==> src/hdl/crs_pkg.sv <==
`timescale 1ns / 1ps

package crs_pkg;

  // Default build of the stack
  localparam int STACK_DEPTH_DEF = 16;
  localparam int COORD_BITS_DEF  = 16;

  // Item opcodes
  localparam logic OP_PUSH = 1'b0;
  localparam logic OP_POP  = 1'b1;

  // Sequencer states
  typedef enum logic {
    S_IDLE,
    S_READ
  } state_t;

endpackage

==> src/hdl/crs_in_if.sv <==
`timescale 1ns / 1ps

// Input channel: one push or pop word per handshake
interface crs_in_if #(
  parameter int COORD_BITS = crs_pkg::COORD_BITS_DEF
) ();
  logic                         valid;
  logic                         ready;
  logic                         opcode;
  logic signed [COORD_BITS-1:0] rect_x;
  logic signed [COORD_BITS-1:0] rect_y;
  logic        [COORD_BITS-2:0] rect_width;
  logic        [COORD_BITS-2:0] rect_height;

  modport source (
    output valid, opcode, rect_x, rect_y, rect_width, rect_height,
    input  ready
  );
  modport sink (
    input  valid, opcode, rect_x, rect_y, rect_width, rect_height,
    output ready
  );
endinterface

==> src/hdl/crs_out_if.sv <==
`timescale 1ns / 1ps

// Result channel: current top rectangle and flags
interface crs_out_if #(
  parameter int COORD_BITS = crs_pkg::COORD_BITS_DEF
) ();
  logic                         valid;
  logic                         ready;
  logic signed [COORD_BITS-1:0] clip_x;
  logic signed [COORD_BITS-1:0] clip_y;
  logic        [COORD_BITS-2:0] clip_width;
  logic        [COORD_BITS-2:0] clip_height;
  logic                         clip_valid;
  logic                         push_dropped;

  modport source (
    output valid, clip_x, clip_y, clip_width, clip_height, clip_valid, push_dropped,
    input  ready
  );
  modport sink (
    input  valid, clip_x, clip_y, clip_width, clip_height, clip_valid, push_dropped,
    output ready
  );
endinterface

==> src/hdl/crs_ram.sv <==
`timescale 1ns / 1ps

// Simple dual-port RAM, one write and one registered read port
module crs_ram #(
  parameter int WIDTH = 8,
  parameter int DEPTH = 16
) (
  input  logic                     clk,
  input  logic                     we,
  input  logic [$clog2(DEPTH)-1:0] waddr,
  input  logic [WIDTH-1:0]         wdata,
  input  logic                     re,
  input  logic [$clog2(DEPTH)-1:0] raddr,
  output logic [WIDTH-1:0]         rdata
);

  logic [WIDTH-1:0] mem [DEPTH];

  always_ff @(posedge clk) begin
    if (we) begin
      mem[waddr] <= wdata;
    end
    if (re) begin
      rdata <= mem[raddr];
    end
  end

endmodule

==> src/hdl/crs_isect.sv <==
`timescale 1ns / 1ps

// Intersection of two rectangles; sizes clamp at zero
module crs_isect #(
  parameter int COORD_BITS = crs_pkg::COORD_BITS_DEF
) (
  input  logic signed [COORD_BITS-1:0] a_x,
  input  logic signed [COORD_BITS-1:0] a_y,
  input  logic        [COORD_BITS-2:0] a_w,
  input  logic        [COORD_BITS-2:0] a_h,
  input  logic signed [COORD_BITS-1:0] b_x,
  input  logic signed [COORD_BITS-1:0] b_y,
  input  logic        [COORD_BITS-2:0] b_w,
  input  logic        [COORD_BITS-2:0] b_h,
  output logic signed [COORD_BITS-1:0] r_x,
  output logic signed [COORD_BITS-1:0] r_y,
  output logic        [COORD_BITS-2:0] r_w,
  output logic        [COORD_BITS-2:0] r_h
);

  // far edges carried two bits wider so neither sum nor difference wraps
  localparam int EB = COORD_BITS + 2;
  localparam int SW = COORD_BITS - 1;

  logic signed [EB-1:0] ax_e, ay_e, bx_e, by_e;
  logic signed [EB-1:0] a_right, a_bottom, b_right, b_bottom;
  logic signed [EB-1:0] right, bottom, lx, ty, dw, dh;

  always_comb begin
    ax_e     = EB'(a_x);
    ay_e     = EB'(a_y);
    bx_e     = EB'(b_x);
    by_e     = EB'(b_y);
    a_right  = ax_e + signed'(EB'(a_w));
    a_bottom = ay_e + signed'(EB'(a_h));
    b_right  = bx_e + signed'(EB'(b_w));
    b_bottom = by_e + signed'(EB'(b_h));

    right  = (a_right < b_right) ? a_right : b_right;
    bottom = (a_bottom < b_bottom) ? a_bottom : b_bottom;
    lx     = (ax_e > bx_e) ? ax_e : bx_e;
    ty     = (ay_e > by_e) ? ay_e : by_e;
    dw     = right - lx;
    dh     = bottom - ty;

    r_x = lx[COORD_BITS-1:0];
    r_y = ty[COORD_BITS-1:0];
    // never above the pushed size, so the low bits hold it
    r_w = dw[EB-1] ? '0 : dw[SW-1:0];
    r_h = dh[EB-1] ? '0 : dh[SW-1:0];
  end

endmodule

==> src/hdl/clip_rect_stack.sv <==
`timescale 1ns / 1ps

// Scissor rectangle stack.
// in_rect carries one word per item: a push (opcode 0) with a rectangle, or a
// pop (opcode 1). A push stores the rectangle intersected with the current
// top (or as is on an empty stack); a push onto a full stack is dropped and
// flagged. A pop on an empty stack changes nothing.
// out_clip returns one word per item: the top rectangle after the item,
// clip_valid when the stack is not empty, and push_dropped.
// Rectangles live in a RAM of STACK_DEPTH entries; the top is cached in a
// register so a push needs no read. A pop that uncovers an older entry goes
// through S_READ for the RAM read, during which in_rect.ready is low. A push,
// or a pop that leaves the stack empty, needs no S_READ: its result is loaded
// into the output register as the item is taken. A deeper pop's result goes
// from the RAM read register to the output register in S_READ.
// A new item is taken while the output register is empty or being drained
// in the same cycle; while the receiver stalls, in_rect.ready stays low.
// Reset empties the stack at once; no clearing pass over the RAM.
module clip_rect_stack #(
  parameter int STACK_DEPTH = crs_pkg::STACK_DEPTH_DEF,
  parameter int COORD_BITS  = crs_pkg::COORD_BITS_DEF
) (
  input  logic        clk,
  input  logic        rst_n,
  crs_in_if.sink      in_rect,
  crs_out_if.source   out_clip
);

  localparam int AW = $clog2(STACK_DEPTH);
  localparam int LW = $clog2(STACK_DEPTH + 1);
  localparam int CB = COORD_BITS;
  localparam int SW = COORD_BITS - 1;
  localparam int EW = 2 * CB + 2 * SW;

  crs_pkg::state_t state_r, state_nxt;
  logic [LW-1:0]   level_r, level_nxt;
  logic [EW-1:0]   top_r;

  logic out_vld_r;
  logic signed [CB-1:0] out_x_r, out_y_r;
  logic [SW-1:0] out_w_r, out_h_r;
  logic out_cv_r, out_drop_r;

  logic in_acc, is_push, full, empty, deep;
  logic in_ready, pop_read, load_out;
  logic [EW-1:0] in_ent, isect_ent, new_ent, rd_ent;
  logic signed [CB-1:0] ix, iy;
  logic [SW-1:0] iw, ih;

  assign in_acc  = in_rect.valid && in_ready;
  assign is_push = (in_rect.opcode == crs_pkg::OP_PUSH);
  assign full    = (level_r == LW'(STACK_DEPTH));
  assign empty   = (level_r == '0);
  assign deep    = (level_r > LW'(1));

  // Intersection with the cached top
  crs_isect #(.COORD_BITS(CB)) u_isect (
    .a_x (in_rect.rect_x),
    .a_y (in_rect.rect_y),
    .a_w (in_rect.rect_width),
    .a_h (in_rect.rect_height),
    .b_x (top_r[EW-1 -: CB]),
    .b_y (top_r[EW-1-CB -: CB]),
    .b_w (top_r[2*SW-1 -: SW]),
    .b_h (top_r[SW-1:0]),
    .r_x (ix),
    .r_y (iy),
    .r_w (iw),
    .r_h (ih)
  );

  assign in_ent    = {in_rect.rect_x, in_rect.rect_y, in_rect.rect_width, in_rect.rect_height};
  assign isect_ent = {ix, iy, iw, ih};
  assign new_ent   = empty ? in_ent : isect_ent;

  // Rectangle store; entry level-1 is the top
  crs_ram #(.WIDTH(EW), .DEPTH(STACK_DEPTH)) u_ram (
    .clk   (clk),
    .we    (in_acc && is_push && !full),
    .waddr (level_r[AW-1:0]),
    .wdata (new_ent),
    .re    (pop_read),
    .raddr (AW'(level_r - LW'(2))),
    .rdata (rd_ent)
  );

  // Next state
  always_comb begin
    state_nxt = state_r;
    case (state_r)
      crs_pkg::S_IDLE: begin
        if (in_acc && !is_push && deep) begin
          state_nxt = crs_pkg::S_READ;
        end
      end
      crs_pkg::S_READ: state_nxt = crs_pkg::S_IDLE;
      default:         state_nxt = crs_pkg::S_IDLE;
    endcase
  end

  // Sequencer outputs; the read wait doubles as the RAM interlock
  always_comb begin
    in_ready = 1'b0;
    pop_read = 1'b0;
    load_out = 1'b0;
    case (state_r)
      crs_pkg::S_IDLE: begin
        in_ready = !out_vld_r || out_clip.ready;
        pop_read = in_acc && !is_push && deep;
        load_out = in_acc && (is_push || !deep);
      end
      crs_pkg::S_READ: load_out = 1'b1;
      default: ;
    endcase
  end

  // Stack level
  always_comb begin
    level_nxt = level_r;
    if (in_acc) begin
      if (is_push && !full) begin
        level_nxt = level_r + LW'(1);
      end else if (!is_push && !empty) begin
        level_nxt = level_r - LW'(1);
      end
    end
  end

  always_ff @(posedge clk) begin
    if (!rst_n) begin
      state_r <= crs_pkg::S_IDLE;
      level_r <= '0;
    end else begin
      state_r <= state_nxt;
      level_r <= level_nxt;
    end
  end

  // Cached top
  always_ff @(posedge clk) begin
    if (in_acc && is_push && !full) begin
      top_r <= new_ent;
    end else if (state_r == crs_pkg::S_READ) begin
      top_r <= rd_ent;
    end
  end

  // Output register
  always_ff @(posedge clk) begin
    if (!rst_n) begin
      out_vld_r <= 1'b0;
    end else if (load_out) begin
      out_vld_r <= 1'b1;
    end else if (out_clip.ready) begin
      out_vld_r <= 1'b0;
    end
  end

  always_ff @(posedge clk) begin
    if (load_out) begin
      if (state_r == crs_pkg::S_READ) begin
        {out_x_r, out_y_r, out_w_r, out_h_r} <= rd_ent;
        out_cv_r   <= 1'b1;
        out_drop_r <= 1'b0;
      end else if (is_push && full) begin
        {out_x_r, out_y_r, out_w_r, out_h_r} <= top_r;
        out_cv_r   <= 1'b1;
        out_drop_r <= 1'b1;
      end else if (is_push) begin
        {out_x_r, out_y_r, out_w_r, out_h_r} <= new_ent;
        out_cv_r   <= 1'b1;
        out_drop_r <= 1'b0;
      end else begin
        // pop leaving the stack empty
        {out_x_r, out_y_r, out_w_r, out_h_r} <= '0;
        out_cv_r   <= 1'b0;
        out_drop_r <= 1'b0;
      end
    end
  end

  assign in_rect.ready         = in_ready;
  assign out_clip.valid        = out_vld_r;
  assign out_clip.clip_x       = out_x_r;
  assign out_clip.clip_y       = out_y_r;
  assign out_clip.clip_width   = out_w_r;
  assign out_clip.clip_height  = out_h_r;
  assign out_clip.clip_valid   = out_cv_r;
  assign out_clip.push_dropped = out_drop_r;

  // Checks
  a_level_bound: assert property (@(posedge clk) disable iff (!rst_n)
    level_r <= LW'(STACK_DEPTH))
    else $error("stack level above depth");

  a_pop_read: assert property (@(posedge clk) disable iff (!rst_n)
    (in_acc && !is_push && deep) |=> (state_r == crs_pkg::S_READ) && !out_vld_r)
    else $error("pop of a deep stack did not wait for the RAM read");

  a_drop_flag: assert property (@(posedge clk) disable iff (!rst_n)
    (in_acc && is_push && full) |=> out_vld_r && out_drop_r && out_cv_r)
    else $error("push onto full stack not flagged");

  a_cv_level: assert property (@(posedge clk) disable iff (!rst_n)
    out_vld_r |-> (out_cv_r == (level_r != '0)))
    else $error("clip_valid disagrees with stack level");

endmodule
==> src/flat_wrapper.sv <==
// flat-port wrapper written by rule: the top's interface ports become plain ports
module clip_rect_stack_flat 
#(
  parameter int STACK_DEPTH = crs_pkg::STACK_DEPTH_DEF,
  parameter int COORD_BITS  = crs_pkg::COORD_BITS_DEF
)
  (clk, rst_n, in_rect_valid, in_rect_opcode, in_rect_rect_x, in_rect_rect_y, in_rect_rect_width, in_rect_rect_height, in_rect_ready, out_clip_valid, out_clip_clip_x, out_clip_clip_y, out_clip_clip_width, out_clip_clip_height, out_clip_clip_valid, out_clip_push_dropped, out_clip_ready);
  crs_in_if #(.COORD_BITS(COORD_BITS)) in_rect_i ();
  crs_out_if #(.COORD_BITS(COORD_BITS)) out_clip_i ();
  input  logic clk;
  input  logic rst_n;
  input wire logic [$bits(in_rect_i.valid)-1:0] in_rect_valid;
  input wire logic [$bits(in_rect_i.opcode)-1:0] in_rect_opcode;
  input wire logic [$bits(in_rect_i.rect_x)-1:0] in_rect_rect_x;
  input wire logic [$bits(in_rect_i.rect_y)-1:0] in_rect_rect_y;
  input wire logic [$bits(in_rect_i.rect_width)-1:0] in_rect_rect_width;
  input wire logic [$bits(in_rect_i.rect_height)-1:0] in_rect_rect_height;
  output wire logic [$bits(in_rect_i.ready)-1:0] in_rect_ready;
  output wire logic [$bits(out_clip_i.valid)-1:0] out_clip_valid;
  output wire logic [$bits(out_clip_i.clip_x)-1:0] out_clip_clip_x;
  output wire logic [$bits(out_clip_i.clip_y)-1:0] out_clip_clip_y;
  output wire logic [$bits(out_clip_i.clip_width)-1:0] out_clip_clip_width;
  output wire logic [$bits(out_clip_i.clip_height)-1:0] out_clip_clip_height;
  output wire logic [$bits(out_clip_i.clip_valid)-1:0] out_clip_clip_valid;
  output wire logic [$bits(out_clip_i.push_dropped)-1:0] out_clip_push_dropped;
  input wire logic [$bits(out_clip_i.ready)-1:0] out_clip_ready;
  assign in_rect_i.valid = in_rect_valid;
  assign in_rect_i.opcode = in_rect_opcode;
  assign in_rect_i.rect_x = in_rect_rect_x;
  assign in_rect_i.rect_y = in_rect_rect_y;
  assign in_rect_i.rect_width = in_rect_rect_width;
  assign in_rect_i.rect_height = in_rect_rect_height;
  assign in_rect_ready = in_rect_i.ready;
  assign out_clip_valid = out_clip_i.valid;
  assign out_clip_clip_x = out_clip_i.clip_x;
  assign out_clip_clip_y = out_clip_i.clip_y;
  assign out_clip_clip_width = out_clip_i.clip_width;
  assign out_clip_clip_height = out_clip_i.clip_height;
  assign out_clip_clip_valid = out_clip_i.clip_valid;
  assign out_clip_push_dropped = out_clip_i.push_dropped;
  assign out_clip_i.ready = out_clip_ready;
  clip_rect_stack #(.STACK_DEPTH(STACK_DEPTH), .COORD_BITS(COORD_BITS)) u_core (.clk(clk), .rst_n(rst_n), .in_rect(in_rect_i), .out_clip(out_clip_i));
endmodule
==> config.mk <==
export PLATFORM = sky130hd
export DESIGN_NAME = clip_rect_stack_flat
export DESIGN_NICKNAME = d
export VERILOG_FILES = /design/src/hdl/crs_pkg.sv /design/src/hdl/crs_in_if.sv /design/src/hdl/crs_out_if.sv /design/src/hdl/crs_ram.sv /design/src/hdl/crs_isect.sv /design/src/hdl/clip_rect_stack.sv /design/src/flat_wrapper.sv
export SDC_FILE = /design/constraint.sdc
export NUM_CORES = 2
export LEC_CHECK = 0
export ABC_AREA = 1
export ABC_CLOCK_PERIOD_IN_PS = 16900
export CORE_ASPECT_RATIO = 1.2
export CORE_MARGIN = 4
export CORE_UTILIZATION = 40
export DETAILED_ROUTE_END_ITERATION = 8
export DONT_BUFFER_PORTS = 1
export SYNTH_ARGS = -nofsm -noshare
export SYNTH_HDL_FRONTEND = slang
export SYNTH_SLANG_ARGS = --single-unit
export TNS_END_PERCENT = 1
==> constraint.sdc <==
create_clock -name clk -period 16.9 [get_ports clk]
set_input_delay 3.38 -clock clk [delete_from_list [all_inputs] [get_ports clk]]
set_output_delay 3.38 -clock clk [all_outputs]
set_load 0.05 [all_outputs]
# Yosys cells after proc, flatten, opt, wreduce, memory -nomap -nowiden

Memories as Yosys holds them, arrays and structs flattened. A register that Yosys moved wholly into a read port is not among the register bits.
Index checks and enable logic that the tools add are counted.
W data, S select, Z words.

Memories: 1
Input port bits: 67
Memory bits (writable): 992
Register bits after elaboration: 133
Logic and storage cells: 83
Output and inout bits: 66

Bitwise logic cells: 2
Reductions and logical operators: 21
Multiplexer cells: 34
Equal/unequal tests: 1
Order comparisons: 5
$add $sub $neg: 9

Memories:

| name             | depth | bits a word | rd ports | clocked after memory_dff | write ports | RTL line      | source |
|---|---|---|---|---|---|---|---|
| u_core.u_ram.mem | 16    | 62          | 1        | 1                        | 1           | crs_ram.sv:17 | `logic [WIDTH-1:0] mem [DEPTH];` |

Operators by type and width:

| kind                  | count |
|---|---|
| $mux W62              | 3 |
| $mux W15              | 8 |
| $mux W16              | 6 |
| $mux W18              | 4 |
| $add A16 B16 Y17      | 4 |
| $sub A18 B18 Y18      | 2 |
| $lt A17 B17 Y1        | 2 |
| $gt A16 B16 Y1        | 2 |
| $mux W5               | 2 |
| $logic_and A1 B1 Y1   | 9 |
| $mux W1               | 9 |
| $reduce_bool A2 Y1    | 3 |
| $add A5 B1 Y5 const B | 1 |
| $eq A5 B5 Y1 const B  | 1 |
| $gt A5 B1 Y1 const B  | 1 |
| $logic_not A5 Y1      | 1 |
| $sub A5 B1 Y5 const B | 1 |
| $logic_not A1 Y1      | 4 |
| $pmux W1 S2           | 2 |
| $sub A4 B2 Y4 const B | 1 |
| $logic_or A1 B1 Y1    | 2 |
| $not A1 Y1            | 2 |
| $reduce_and A2 Y1     | 1 |
| $reduce_or A2 Y1      | 1 |

# Logic depth before layout (Yosys ltp)

Depth after elaboration: 9
Mapped depth: 38
Gate-level depth less buffers: 37

# Hierarchy

Synthesis repeated with hierarchy kept, for this count alone.

Cells, all modules: 6216
Area total of the unflattened synthesis: 58817.7 µm²

By module, submodules not included:

| module          | cells an instance | sequential area each (µm²) | area an instance (µm²) | instances |
|---|---|---|---|---|
| crs_ram         | 4079              | 31650.4                    | 44189.9                | 1 |
| crs_isect       | 1253              | 0.0                        | 7419.6                 | 1 |
| clip_rect_stack | 884               | 3923.8                     | 7208.2                 | 1 |

# Least setup slack after synthesis

No wires, ideal clock.

Kind: input -> register
Start point: input out_clip_ready
End point: memory u_core.u_ram.mem[11][0] in the netlist's numbering, enable pin
Stages: 9
Setup slack: 7.892 ns
Arrival: 8.450 ns
Data required time: 16.342 ns
Setup time: 0.558 ns
Path buffers: 1
Cells stage by stage: inv_1 > nand2_1 > nand2_1 > nor2_1 > inv_1 > nor2_2 > inv_2 > clkbuf_1 > nor3_1

Word-level cells in the longest chain between the ends: 7

Ends and longest elaborated chain:

| element                           | RTL line               | source |
|---|---|---|
| start: declaration                | flat_wrapper.sv:26     | `input wire logic [$bits(out_clip_i.ready)-1:0] out_clip_ready;` |
| $logic_or A1 B1 Y1                | clip_rect_stack.sv:108 | `in_ready = !out_vld_r \|\| out_clip.ready;` |
| $mux W1                           | clip_rect_stack.sv:106 | `case (state_r)` |
| $logic_and A1 B1 Y1               | clip_rect_stack.sv:50  | `assign in_acc = in_rect.valid && in_ready;` |
| $logic_and A1 B1 Y1 (2 in series) | clip_rect_stack.sv:79  | `.we (in_acc && is_push && !full),` |
| $mux W1                           | crs_ram.sv:20          | `if (we) begin` |
| $mux W1 (not written as such)     | crs_ram.sv:21          | `mem[waddr] <= wdata;` |
| end: declaration                  | crs_ram.sv:17          |  |

Every way passes these cells.

# Worst setup path after layout

Start point: input in_rect_rect_width[0]
End point: memory u_core.u_ram.mem[1][17] in the netlist's numbering (data pin)

Word-level cells in the longest chain between the ends: 6

Ends and longest elaborated chain:

| element                      | RTL line              | source |
|---|---|---|
| start: declaration           | flat_wrapper.sv:16    | `input wire logic [$bits(in_rect_i.rect_width)-1:0] in_rect_rect_width;` |
| $add A16 B16 Y17 (*)         | crs_isect.sv:34       | `a_right = ax_e + signed'(EB'(a_w));` |
| $lt A17 B17 Y1               | crs_isect.sv:39       | `right = (a_right < b_right) ? a_right : b_right;` |
| $mux W18 (*)                 | crs_isect.sv:39       |  |
| $sub A18 B18 Y18 (*)         | crs_isect.sv:43       | `dw = right - lx;` |
| $mux W15 (*)                 | crs_isect.sv:49       | `r_w = dw[EB-1] ? '0 : dw[SW-1:0];` |
| $mux W62 (*)                 | clip_rect_stack.sv:74 | `assign new_ent = empty ? in_ent : isect_ent;` |
| named net u_core.new_ent[17] | clip_rect_stack.sv:46 | `logic [EW-1:0] in_ent, isect_ent, new_ent, rd_ent;` |

Mark *: on every way through the listed nets, which the timed path passes. The rest lies on a longest branch.

==> flow_metrics.env <==
export IMPL_status="completed"
export IMPL_finalPower_w=0.009632
export IMPL_slew_headroom=0.1797
export IMPL_setup_viol=0
export IMPL_place_ws_ns=7.053
export IMPL_clk_pin_slew_ns=0.06
export IMPL_root_buffer="clkbuf_16"
export IMPL_holdPathEnd="u_core.top_r[9]"
export IMPL_hpwl_mm=92.06
export IMPL_synth_async_reset_ratio=0
export IMPL_maxCapViolCount=0
export IMPL_grt_ovfl_total=0
export IMPL_ys_types=54
export IMPL_critPathMaxFanout=18
export IMPL_setup_tns_final_ns=0
export IMPL_ir_drop_mv=0.1051
export IMPL_synthFlopType="edfxtp_1"
export IMPL_setup_ws_ns=7.674
export IMPL_cts_resized=0
export IMPL_cp_slowest_cell="o21ai_1"
export IMPL_skew_ns=0.04779
export IMPL_cts_sinks=1187
export IMPL_use_met2=0.3533
export IMPL_tightest_slew_ns=1.222
export IMPL_post_drt_wl_per_cell_um=24.38
export IMPL_power_leakage_nw=21.13
export IMPL_critPathArrivalTime_ns=9.54
export IMPL_clockBufferDepth=3
export IMPL_viasPerCell=5.753
export IMPL_busiest_layer="met2"
export IMPL_grt_pass1_wl_mm=232.1
export IMPL_syn_to_final_growth_pct=9.909
export IMPL_start_kind="input port"
export IMPL_drt_total_wl_mm=157.7
export IMPL_core_area_mm2=0.1345
export IMPL_num_rows=147
export IMPL_rr_worst_depth=28
export IMPL_grtUsageMet3=0.03219
export IMPL_critPathRequiredTime_ns=17.21
export IMPL_crit_top_cell="nand2_1"
export IMPL_dr_total_vias=37200
export IMPL_hold_viol=0
export IMPL_hp_start="u_core.u_ram.rdata[9]"
export IMPL_p_per_area_mw_per_mm2=161.2
export IMPL_rsz0062_at_grt="false"
export IMPL_h_tree_depth=3
export IMPL_cts_buffers=107
export IMPL_place_congestion=0.9217
export IMPL_seq_area_frac_synth=0.6544
export IMPL_grt_use_met1=0.3002
export IMPL_end_kind="flop"
export IMPL_synth_nets=4897
export IMPL_ios=133
export IMPL_synth_cells=4663
export IMPL_portBuffers=0
export IMPL_grt_start_max_net_pins=214
export IMPL_grt_pass1_vias=35510
export IMPL_postSynthAreaPerCell_um2=11.66
export IMPL_antenna_found_initial=3
export IMPL_netlist_area_mm2=0.05436
export IMPL_grt_usage=0.2177
export IMPL_critPathLaunch="in_rect_rect_width[0]"
export IMPL_ff2ff_setup_slack_ns=9.72
export IMPL_period_share=0.5459
export IMPL_yosysTopAreaCell="edfxtp_1"
export IMPL_drtIter0Drc=3843
export IMPL_finalNetCount=4827
export IMPL_die_h_um=411.8
export IMPL_rr_startpoint="u_core.top_r[46]"
export IMPL_synth_warnings=0
export IMPL_die_x_um=344.5
export IMPL_fmax_mhz=108.4
export IMPL_synth_area_leaders="edfxtp_1 (65%), o21ai_0 (4.9%), nand2_1 (4.8%), nor2_1 (3.9%), ha_1 (3.7%)"
export IMPL_holdCritPathClass="flop to flop"
export IMPL_min_period_ns=9.226
export IMPL_whs_path_depth=2
export IMPL_post_cts_setup_buffers=0
export IMPL_synth_seq_cells=1187
export IMPL_initial_core_util=0.4043
export IMPL_clk_latency_ns=0.71
export IMPL_reg2reg_to="u_core.u_ram.mem[1][17]"
export IMPL_ant_nets=0
export IMPL_synth_top_area_share=0.6519
export IMPL_tritoncts="done"
export IMPL_dr_pass1_iters=6
export IMPL_drive_gt1_frac=0.08976
export IMPL_synth_edff_count=1180
export IMPL_slowest_delay_ns=1.16
export IMPL_drc=0
export IMPL_final_max_slew_viol_count=0
export IMPL_crit_type="input port to flop"
export IMPL_cts_hold_fix_buffers=0
export IMPL_antenna_cells=0
export IMPL_fp_dieArea_mm2=0.1419
export IMPL_hold_ws_ns=0.5227
worst max path at each step:
stage / slack [ns] / to
floorplan: 7.89 / u_core.u_ram.mem[11][0]
global placement: 7.14 / u_core.u_ram.mem[10][17]
detailed placement: 7.05 / u_core.u_ram.mem[10][17]
CTS: 7.80 / u_core.u_ram.mem[3][28]
global route: 7.10 / u_core.out_clip.clip_width[2]
finish: 7.67 / u_core.u_ram.mem[1][17]
layout make-up:
class	count	area, µm²
Tap cell	1788	2237
Multi-Input combinational cell	3011	17080
Clock buffer	130	2785
Fill cell	12140	74710
Sequential cell	1187	35580
Clock inverter	65	613.1
Timing Repair Buffer	89	693.2
Inverter	197	758.2
synth_stat cells (all sizes together) (31+ instances only):
cell    count
edfxtp   1180
o221ai    193
nand3     265
o21ai     594
or2        31
o22ai      57
ha        161
nand2     723
o211ai     56
xor2       40
nor2      572
buf        57
inv       197
a21boi     31
a21oi     112
a22oi      59
clkbuf    211
per-layer routing:
| layer | up-vias | share of wire |
|---|---|---|
| met4 | 2 | 0.034 |
| met5 | - | 0.000070 |
| met3 | 263 | 0.079 |
| li1 | 16950 | - |
| met2 | 1589 | 0.47 |
| met1 | 18400 | 0.42 |
flip-flops by register name, summed over array words and instances, names as in the netlist:
signal / flops
u_core.top_r: 62
u_core.out_clip.valid: 1
u_core.out_clip.clip_x: 16
u_core.state_r: 1
u_core.u_ram.rdata: 62
u_core.u_ram.mem: 992
u_core.out_clip.push_dropped: 1
u_core.level_r: 5
u_core.out_clip.clip_width: 15
u_core.out_clip.clip_valid: 1
u_core.out_clip.clip_height: 15
u_core.out_clip.clip_y: 16
cells by family after synthesis:
kind of cell,count (synthesis),share of synthesized area
AOI/OAI and AO/OA,1136,0.1305
xor gates and xnor gates,67,0.01080
DFF,1187,0.6544
adders and majority gates,167,0.03927
buffers and inverters,465,0.03487
and+or+nand+nor,1641,0.1302
cell usage in the layout (no fill, tap or decap), types with 18 or more instances in the layout:
cell type and instances:
inv_1 189, nand3_1 226, edfxtp_1 1180, o21ai_1 39, o211ai_1 56, clkbuf_1 22
xnor2_1 26, nor2_1 544, nand2_2 18, o21ai_2 28, nand3_2 36, ha_1 160
nand4_1 19, buf_4 87, clkinv_1 29, o21ai_0 527, a21oi_1 109, nand2_1 695
clkbuf_16 108, or2_2 31, xor2_1 40, o221ai_1 193, o22ai_1 55, a22oi_1 59
worst max-delay path, delay by kind of cell:
family                   cells  cell delay (ns)
AO/OA/AOI/OAI                7             2.38
adder cells (fa/ha/maj)      4             1.37
buffers and inverters        2             0.11
AND/OR/NAND/NOR             17             2.28
metrics by stage:
stage	util	cells	cell area, µm²
after floorplan	-	4663	54360
after global placement	0.4191	6272	56350
after detailed placement	0.4191	6272	56350
after CTS	0.4444	6467	59740
after global routing	0.4444	6467	59740
final	0.4444	6467	59740
report_power, final:
group | leakage (nW) | switching [W] | internal, W
combinational | 8.70 | 0.00224 | 0.000825
clock | 1.63 | 0.00108 | 0.00129
sequential | 10.8 | 0.000253 | 0.00395
total | 21.1 | 0.00357 | 0.00606
(Power assumes the default switching activity.)
